`src/rtl/core/sorted_table_insert_delete_lookup_assert.svh`:
```
// Assertion macros used by the table RTL.
`ifndef SORTED_TABLE_INSERT_DELETE_LOOKUP_ASSERT_SVH
`define SORTED_TABLE_INSERT_DELETE_LOOKUP_ASSERT_SVH

// Same-cycle implication.
`define STBL_ASSERT_NOW(label, clk, rst_n, ante, cons) \
    label: assert property (@(posedge clk) disable iff (!rst_n) (ante) |-> (cons)) \
        else $error("table assertion failed");

// Next-cycle implication.
`define STBL_ASSERT_NEXT(label, clk, rst_n, ante, cons) \
    label: assert property (@(posedge clk) disable iff (!rst_n) (ante) |=> (cons)) \
        else $error("table assertion failed");

`endif

```
`src/rtl/core/stbl_pkg.sv`:
```
package stbl_pkg;

    localparam int TABLE_DEPTH = 16;
    localparam int KEY_BITS    = 16;
    localparam int VALUE_BITS  = 32;
    localparam int CNT_W       = $clog2(TABLE_DEPTH + 1);
    localparam int IDX_W       = $clog2(TABLE_DEPTH);

    localparam logic [1:0] OP_INSERT   = 2'd0;
    localparam logic [1:0] OP_DELETE   = 2'd1;
    localparam logic [1:0] OP_RETRIEVE = 2'd2;

    localparam logic [1:0] ST_OK      = 2'd0;
    localparam logic [1:0] ST_FULL    = 2'd1;
    localparam logic [1:0] ST_MISSING = 2'd2;

    typedef logic [KEY_BITS-1:0]   t_key;
    typedef logic [VALUE_BITS-1:0] t_value;

    typedef struct packed {
        logic ins;
        logic del;
    } t_cell_ctl;

    typedef enum logic [1:0] {
        S_IDLE  = 2'b01,
        S_APPLY = 2'b10
    } t_state;

endpackage

```
`src/rtl/core/stbl_cell.sv`:
```
module stbl_cell (
    input  logic                     i_clk,
    input  logic [stbl_pkg::IDX_W-1:0] i_index,
    input  logic [stbl_pkg::CNT_W-1:0] i_count,
    input  logic                     i_load,
    input  stbl_pkg::t_key           i_cmp_key,
    input  stbl_pkg::t_cell_ctl      i_ctl,
    input  stbl_pkg::t_key           i_new_key,
    input  stbl_pkg::t_value         i_new_value,
    input  logic                     i_left_lt,
    input  stbl_pkg::t_key           i_left_key,
    input  stbl_pkg::t_value         i_left_value,
    input  stbl_pkg::t_key           i_right_key,
    input  stbl_pkg::t_value         i_right_value,
    output stbl_pkg::t_key           o_key,
    output stbl_pkg::t_value         o_value,
    output logic                     o_lt,
    output logic                     o_hit
);

    stbl_pkg::t_key   r_key,   n_key;
    stbl_pkg::t_value r_value, n_value;
    logic             r_lt, r_eq, r_held;
    logic             w_spot;
    logic             w_held;

    assign w_held = {1'b0, i_index} < i_count;
    assign w_spot = !r_lt && i_left_lt;

    always_comb begin
        n_key   = r_key;
        n_value = r_value;
        if (!r_lt) begin
            if (i_ctl.ins) begin
                if (i_left_lt) begin
                    n_key   = i_new_key;
                    n_value = i_new_value;
                end else begin
                    n_key   = i_left_key;
                    n_value = i_left_value;
                end
            end else if (i_ctl.del) begin
                n_key   = i_right_key;
                n_value = i_right_value;
            end
        end
    end

    always_ff @(posedge i_clk) begin
        r_key   <= n_key;
        r_value <= n_value;
        if (i_load) begin
            r_held <= w_held;
            r_lt   <= w_held && (r_key < i_cmp_key);
            r_eq   <= r_key == i_cmp_key;
        end
    end

    assign o_key   = r_key;
    assign o_value = r_value;
    assign o_lt    = r_lt;
    assign o_hit   = w_spot && r_eq && r_held;

endmodule

```
`src/rtl/core/sorted_table_insert_delete_lookup.sv`:
```
// Sorted key/value table, up to TABLE_DEPTH entries in ascending key order.
// Request channel: i_op, i_key, i_item_value are taken at a rising edge with
// start high and busy low. Ops: insert, delete (first matching key), retrieve
// (value of first matching key). Duplicate keys are kept.
// Result channel: o_status, o_value_out, o_fill_count are valid for exactly
// one cycle while o_done is high; there is no backpressure.
// Each entry lives in one cell of a row; all cells compare against the key in
// the accept cycle, and in the next cycle each cell keeps its entry, takes the
// new entry or takes its left or right neighbor's, so inserts and deletes shift
// the row from the matching spot onward in one step.
// Sequence: the request is accepted in S_IDLE, the row shifts in S_APPLY, and
// o_done and the result are registered at the end of S_APPLY.
// busy is high in S_APPLY, the state after acceptance, at whose end the row shifts;
// no new request is taken while busy is high.
// Reset (synchronous, i_rst_n low) empties the table and clears busy and
// o_done; entry storage is not cleared, no clearing pass is needed.
module sorted_table_insert_delete_lookup (
    input  logic        i_clk,
    input  logic        i_rst_n,
    input  logic        start,
    output logic        busy,
    input  logic [1:0]  i_op,
    input  logic [15:0] i_key,
    input  logic [31:0] i_item_value,
    output logic        o_done,
    output logic [1:0]  o_status,
    output logic [31:0] o_value_out,
    output logic [4:0]  o_fill_count
);

`include "sorted_table_insert_delete_lookup_assert.svh"

    localparam int D = stbl_pkg::TABLE_DEPTH;

    stbl_pkg::t_state    r_state;
    logic [1:0]          r_op;
    stbl_pkg::t_key      r_key;
    stbl_pkg::t_value    r_value;
    logic [stbl_pkg::CNT_W-1:0] r_count, n_count;
    logic                w_accept;
    logic                w_apply;
    logic                w_full;
    logic                w_found;
    stbl_pkg::t_value    w_found_value;
    logic [1:0]          n_status;
    stbl_pkg::t_value    n_value_out;
    stbl_pkg::t_cell_ctl w_ctl;

    stbl_pkg::t_key   w_cell_key   [D];
    stbl_pkg::t_value w_cell_value [D];
    logic [D-1:0]     w_lt;
    logic [D-1:0]     w_hit;

    assign busy     = r_state == stbl_pkg::S_APPLY;
    assign w_accept = start && !busy;
    assign w_apply  = r_state == stbl_pkg::S_APPLY;
    assign w_full   = r_count == stbl_pkg::CNT_W'(D);
    assign w_found  = |w_hit;

    always_comb begin
        w_found_value = '0;
        for (int i = 0; i < D; i++) begin
            if (w_hit[i]) begin
                w_found_value = w_found_value | w_cell_value[i];
            end
        end
    end

    always_comb begin
        w_ctl.ins   = w_apply && r_op == stbl_pkg::OP_INSERT && !w_full;
        w_ctl.del   = w_apply && r_op == stbl_pkg::OP_DELETE && w_found;
        n_count     = r_count;
        n_status    = stbl_pkg::ST_OK;
        n_value_out = '0;
        case (r_op)
            stbl_pkg::OP_INSERT: begin
                if (w_full) begin
                    n_status = stbl_pkg::ST_FULL;
                end else begin
                    n_count = r_count + stbl_pkg::CNT_W'(1);
                end
            end
            stbl_pkg::OP_DELETE: begin
                if (w_found) begin
                    n_count = r_count - stbl_pkg::CNT_W'(1);
                end else begin
                    n_status = stbl_pkg::ST_MISSING;
                end
            end
            stbl_pkg::OP_RETRIEVE: begin
                if (w_found) begin
                    n_value_out = w_found_value;
                end else begin
                    n_status = stbl_pkg::ST_MISSING;
                end
            end
            default: begin
                n_status = stbl_pkg::ST_OK;
            end
        endcase
    end

    genvar g;
    generate
        for (g = 0; g < D; g++) begin : g_cell
            logic             w_left_lt;
            stbl_pkg::t_key   w_left_key, w_right_key;
            stbl_pkg::t_value w_left_value, w_right_value;
            if (g == 0) begin : g_first
                assign w_left_lt    = 1'b1;
                assign w_left_key   = r_key;
                assign w_left_value = r_value;
            end else begin : g_mid
                assign w_left_lt    = w_lt[g-1];
                assign w_left_key   = w_cell_key[g-1];
                assign w_left_value = w_cell_value[g-1];
            end
            if (g == D - 1) begin : g_last
                assign w_right_key   = w_cell_key[g];
                assign w_right_value = w_cell_value[g];
            end else begin : g_inner
                assign w_right_key   = w_cell_key[g+1];
                assign w_right_value = w_cell_value[g+1];
            end
            stbl_cell u_cell (
                .i_clk         (i_clk),
                .i_index       (stbl_pkg::IDX_W'(g)),
                .i_count       (r_count),
                .i_load        (w_accept),
                .i_cmp_key     (i_key),
                .i_ctl         (w_ctl),
                .i_new_key     (r_key),
                .i_new_value   (r_value),
                .i_left_lt     (w_left_lt),
                .i_left_key    (w_left_key),
                .i_left_value  (w_left_value),
                .i_right_key   (w_right_key),
                .i_right_value (w_right_value),
                .o_key         (w_cell_key[g]),
                .o_value       (w_cell_value[g]),
                .o_lt          (w_lt[g]),
                .o_hit         (w_hit[g])
            );
        end
    endgenerate

    always_ff @(posedge i_clk) begin
        if (w_accept) begin
            r_op    <= i_op;
            r_key   <= i_key;
            r_value <= i_item_value;
        end
        o_status     <= n_status;
        o_value_out  <= n_value_out;
        o_fill_count <= n_count;
        if (!i_rst_n) begin
            r_state <= stbl_pkg::S_IDLE;
            r_count <= '0;
            o_done  <= 1'b0;
        end else begin
            o_done <= w_apply;
            case (r_state)
                stbl_pkg::S_IDLE: begin
                    if (w_accept) begin
                        r_state <= stbl_pkg::S_APPLY;
                    end
                end
                stbl_pkg::S_APPLY: begin
                    r_state <= stbl_pkg::S_IDLE;
                    r_count <= n_count;
                end
                default: begin
                    r_state <= stbl_pkg::S_IDLE;
                end
            endcase
        end
    end

    `STBL_ASSERT_NOW(a_count_bound, i_clk, i_rst_n, 1'b1, r_count <= stbl_pkg::CNT_W'(D))
    `STBL_ASSERT_NEXT(a_apply_done, i_clk, i_rst_n, w_apply, o_done)
    `STBL_ASSERT_NOW(a_done_not_busy, i_clk, i_rst_n, o_done, !busy)
    `STBL_ASSERT_NOW(a_single_hit, i_clk, i_rst_n, w_apply, $onehot0(w_hit))

endmodule
```
`config.mk`:
```
export PLATFORM = sky130hd
export DESIGN_NAME = sorted_table_insert_delete_lookup
export DESIGN_NICKNAME = d
export VERILOG_FILES = /design/src/rtl/core/stbl_pkg.sv /design/src/rtl/core/stbl_cell.sv /design/src/rtl/core/sorted_table_insert_delete_lookup.sv
export VERILOG_INCLUDE_DIRS = /design/src /design/src/rtl/core
export SDC_FILE = /design/constraint.sdc
export NUM_CORES = 2
export LEC_CHECK = 0
export BUFFER_PORTS_ARGS = -buffer_cell sky130_fd_sc_hd__buf_2
export CAP_MARGIN = 20
export CORE_AREA = 2 2 308 310
export DETAILED_ROUTE_END_ITERATION = 10
export DIE_AREA = 0 0 310 312
export PLACE_DENSITY_LB_ADDON = 0.12
export RECOVER_POWER = 50
export SYNTH_ARGS = -nofsm -noshare
export SYNTH_HDL_FRONTEND = slang
export SYNTH_SLANG_ARGS = --single-unit
```
`constraint.sdc`:
```
create_clock -name i_clk -period 8.6 [get_ports i_clk]
set_input_delay 0.43 -clock i_clk [delete_from_list [all_inputs] [get_ports i_clk]]
set_output_delay 0.43 -clock i_clk [all_outputs]
set_load 0.01 [all_outputs]
```
==> flow_metrics.py <==
metrics = {
    "run_status": {
        "status": "finished with violations",
        "violations": "capacitance limit, slew limit",
    },
    "worst_hold_path": {
        "hold_class": "input pin to flop",
    },
    "place": {
        "dpl.hpwl_um": 99300,
        "io_buffers": 93,
        "place_inst": 5592,
        "gp_congestion": 0.895,
    },
    "flow_run": {
        "maxCapViolCount": 10,
    },
    "detailed_routing": {
        "first_pass_iters": 6,
        "wl_um": 156000,
        "routed_via_density": 6.49,
        "drc": 0,
        "vias": 37900,
        "antenna_left": 0,
        "initialDrtViolationCount": 5378,
        "wl_per_cell_um": 26.7,
    },
    "synth": {
        "synth_top_cells_by_area": "edfxtp_1 51%, mux2i_1 13%, a21oi_1 7.2%",
        "yosysTopAreaCell": "edfxtp_1",
        "syn_nets": 4841,
        "synthCells": 4525,
        "syn_area_mm2": 0.0512,
        "synth_cell_types": 56,
        "synth_seq_cells": 913,
        "synthMostInstantiatedCell": "edfxtp_1",
        "avgSynthCellArea_um2": 11.3,
        "synth_edf_count": 866,
        "yosysTopAreaCellShare_pct": 50.8,
        "synthTopCellsByCount": "866 x edfxtp_1, 738 x a21oi_1, 719 x nor2_1",
        "async_flop_share_pct": 0,
        "seq_area_frac_synth_pct": 52.7,
        "yosysWarnings": 0,
        "ys_dominant_reg_cell": "edfxtp_1",
    },
    "finish": {
        "layout.cells.non_filler": 5837,
        "area_growth_pct": 10.1,
        "final_nets": 4809,
        "layout-drive-gt1-share_pct": 8.86,
        "fillers": 7698,
        "antennaDiodeCount": 0,
    },
    "clock_network": {
        "clock_sinks": 913,
        "cts_root_buf": "clkbuf_16",
        "cts.reportedPaths.clkPinSlew_ns": 0.06,
        "cts_tree": "built",
        "clk-insertion-delay-late_ns": 0.70,
        "cts_buffer_depth": 3,
        "cts_made_buffers": 103,
        "cts_max_level": 3,
    },
    "grt": {
        "grt_max_degree": 212,
        "grt_pass1_wl_um": 232000,
        "antenna_found_initial": 0,
        "grt_pass1_vias": 35300,
        "grt_remaining_overflow": 0,
        "grt_usage_pct": 31.7,
    },
    "timing": {
        "slew_headroom_pct": -144,
        "period_needed_ns": 6.35,
        "clock.fmax_mhz": 158,
        "finalSetupTns_ns": 0,
        "fin_crit_sh_pct": 73.8,
        "hold_viol": 0,
        "rsz0062_at_grt": "false",
        "worst_pin_slew_ns": 3.66,
        "setup_viol": 0,
        "drv_slew": 500,
        "fin_skew_ns": 0.0275,
    },
    "worst_setup_path": {
        "crit_chain": "clkbuf_1, and4b_2, buf_4, nor4_1, nand4_1, and2_0, o21ai_4, buf_4, nor2_1, buf_4",
        "required_ns": 8.95,
        "worst-setup-path-type": "flop to flop",
        "slowest_stage": "clkbuf_1",
        "worst-path-max-fanout": 42,
        "critical_path.endpoint_type": "flop",
        "cp-start-kind": "flop",
        "crit_top_cell": "buf_4",
        "cpPeakStageDelay_ns": 1.54,
        "cp.arrival_ns": 6.69,
    },
    "power": {
        "vdd.ir_drop.worst_mv": 0.156,
        "p_leak_uw": 0.0205,
        "powerDensity_mw_per_mm2": 178,
    },
    "floorplanning": {
        "core_area_mm2": 0.0930,
        "placementRows": 112,
        "io_pins": 94,
        "initial_core_util_pct": 55.0,
        "die_w_um": 310,
        "die-area_mm2": 0.0967,
        "fp.dieH_um": 312,
    },
}
## critical path: cells and delay by family (launching register included)
kind / cells / cell delay, ns
buffers and inverters: 4 / 2.82
and+or+nand+nor: 5 / 1.86
AOI/OAI and AO/OA: 1 / 0.19
DFF: 1 / 1.09
## stage by stage
| step | worst slack (ns) | power, µW | utilization [%] | cell area, µm² | hold WS [ns] |
|---|---|---|---|---|---|
| final | 2.25 | 10000 | 60.5 | 56300 | 0.0551 |
| after global routing | 1.82 | 10300 | 60.5 | 56300 | 0.0512 |
| after CTS | 3.42 | 10100 | 60.7 | 56400 | 0.0176 |
| after detailed placement | 3.47 | 5620 | 56.5 | 52500 | 0.528 |
| after global placement | 3.53 | 5610 | 56.5 | 52500 | 0.516 |
| after floorplan | 3.91 | 5410 | - | 51200 | 0.406 |
## registers in the layout, indices dropped and copies added (netlist names)
name                   flops
g_cell.u_cell.r_held      16
g_cell.u_cell.o_value    512
o_value_out               32
r_op                       2
o_fill_count               5
o_done                     1
o_status                   2
g_cell.w_left_key         16
g_cell.w_left_value       32
r_count                    5
g_cell.u_cell.o_key      256
g_cell.u_cell.r_eq        16
g_cell.u_cell.o_lt        16
r_state                    2
## layer usage
layer	part of all wire (%)	vias up	track usage [%]
met2	42	2217	45.0
met4	2.5	0	8.22
met3	11	257	7.34
met5	0	-	0
li1	-	17100	-
met1	44	18300	48.7
## repair_timing
item | in CTS | in global routing
setup endpoints to repair | 0 | 0
hold buffers | 49 | 0
buffers inserted | 0 | 0
endpoints found under the hold margin | 49 | 0
resized for setup | 0 | 0
## final timing paths
check | end | from | depth (start not counted) | slack, ns
min | r_count[0]$_SDFFE_PN0P_ | i_rst_n | 3 | 0.06
max reg2reg | g_cell[5].u_cell.o_value[22]$_DFFE_PP_ | g_cell[9].u_cell.o_lt$_DFFE_PP_ | 10 | 2.25
min reg2reg | r_state[1]$_SDFFE_PN0P_ | r_state[0]$_SDFFE_PN1P_ | 1 | 0.53
max | g_cell[5].u_cell.o_value[22]$_DFFE_PP_ | g_cell[9].u_cell.o_lt$_DFFE_PP_ | 10 | 2.25
## logic make-up after synthesis
logic type      synth area share, %
compound gates                 14.3
simple gates                   8.11
flops                          52.7
mux                            15.2
buf+inv                        3.26
fa+ha+maj                      6.43
## power by group
group / total (µW) / leakage (µW) / internal, µW / switching [µW]
Sequential: 4970 / 0.00827 / 4870 / 108
Clock: 4490 / 0.00169 / 2600 / 1890
Combinational: 579 / 0.0105 / 242 / 336
Total: 10000 / 0.0205 / 7710 / 2340
## cell type report
type                       instances  area, µm²  share of cell area [%]
clock buffer                     138       2890                    5.13
sequential                       913      26900                    47.9
inverter                          51        191                   0.340
multi-input combinational       3195      22600                    40.2
timing repair buffer             229       1550                    2.75
clock inverter                    57        526                   0.933
tap                             1254       1570                    2.79
## placed cells by master, fill, tap and decap left out, types with 64 or more instances in the layout
master / n
edfxtp_1: 866
a21oi_1: 738
nor2_1: 706
mux2i_1: 672
ha_1: 263
a221oi_1: 106
clkbuf_16: 105
a22o_1: 96
mux2_2: 94
clkbuf_1: 83
buf_4: 73
a22oi_1: 64
(Power assumes the default switching activity.)
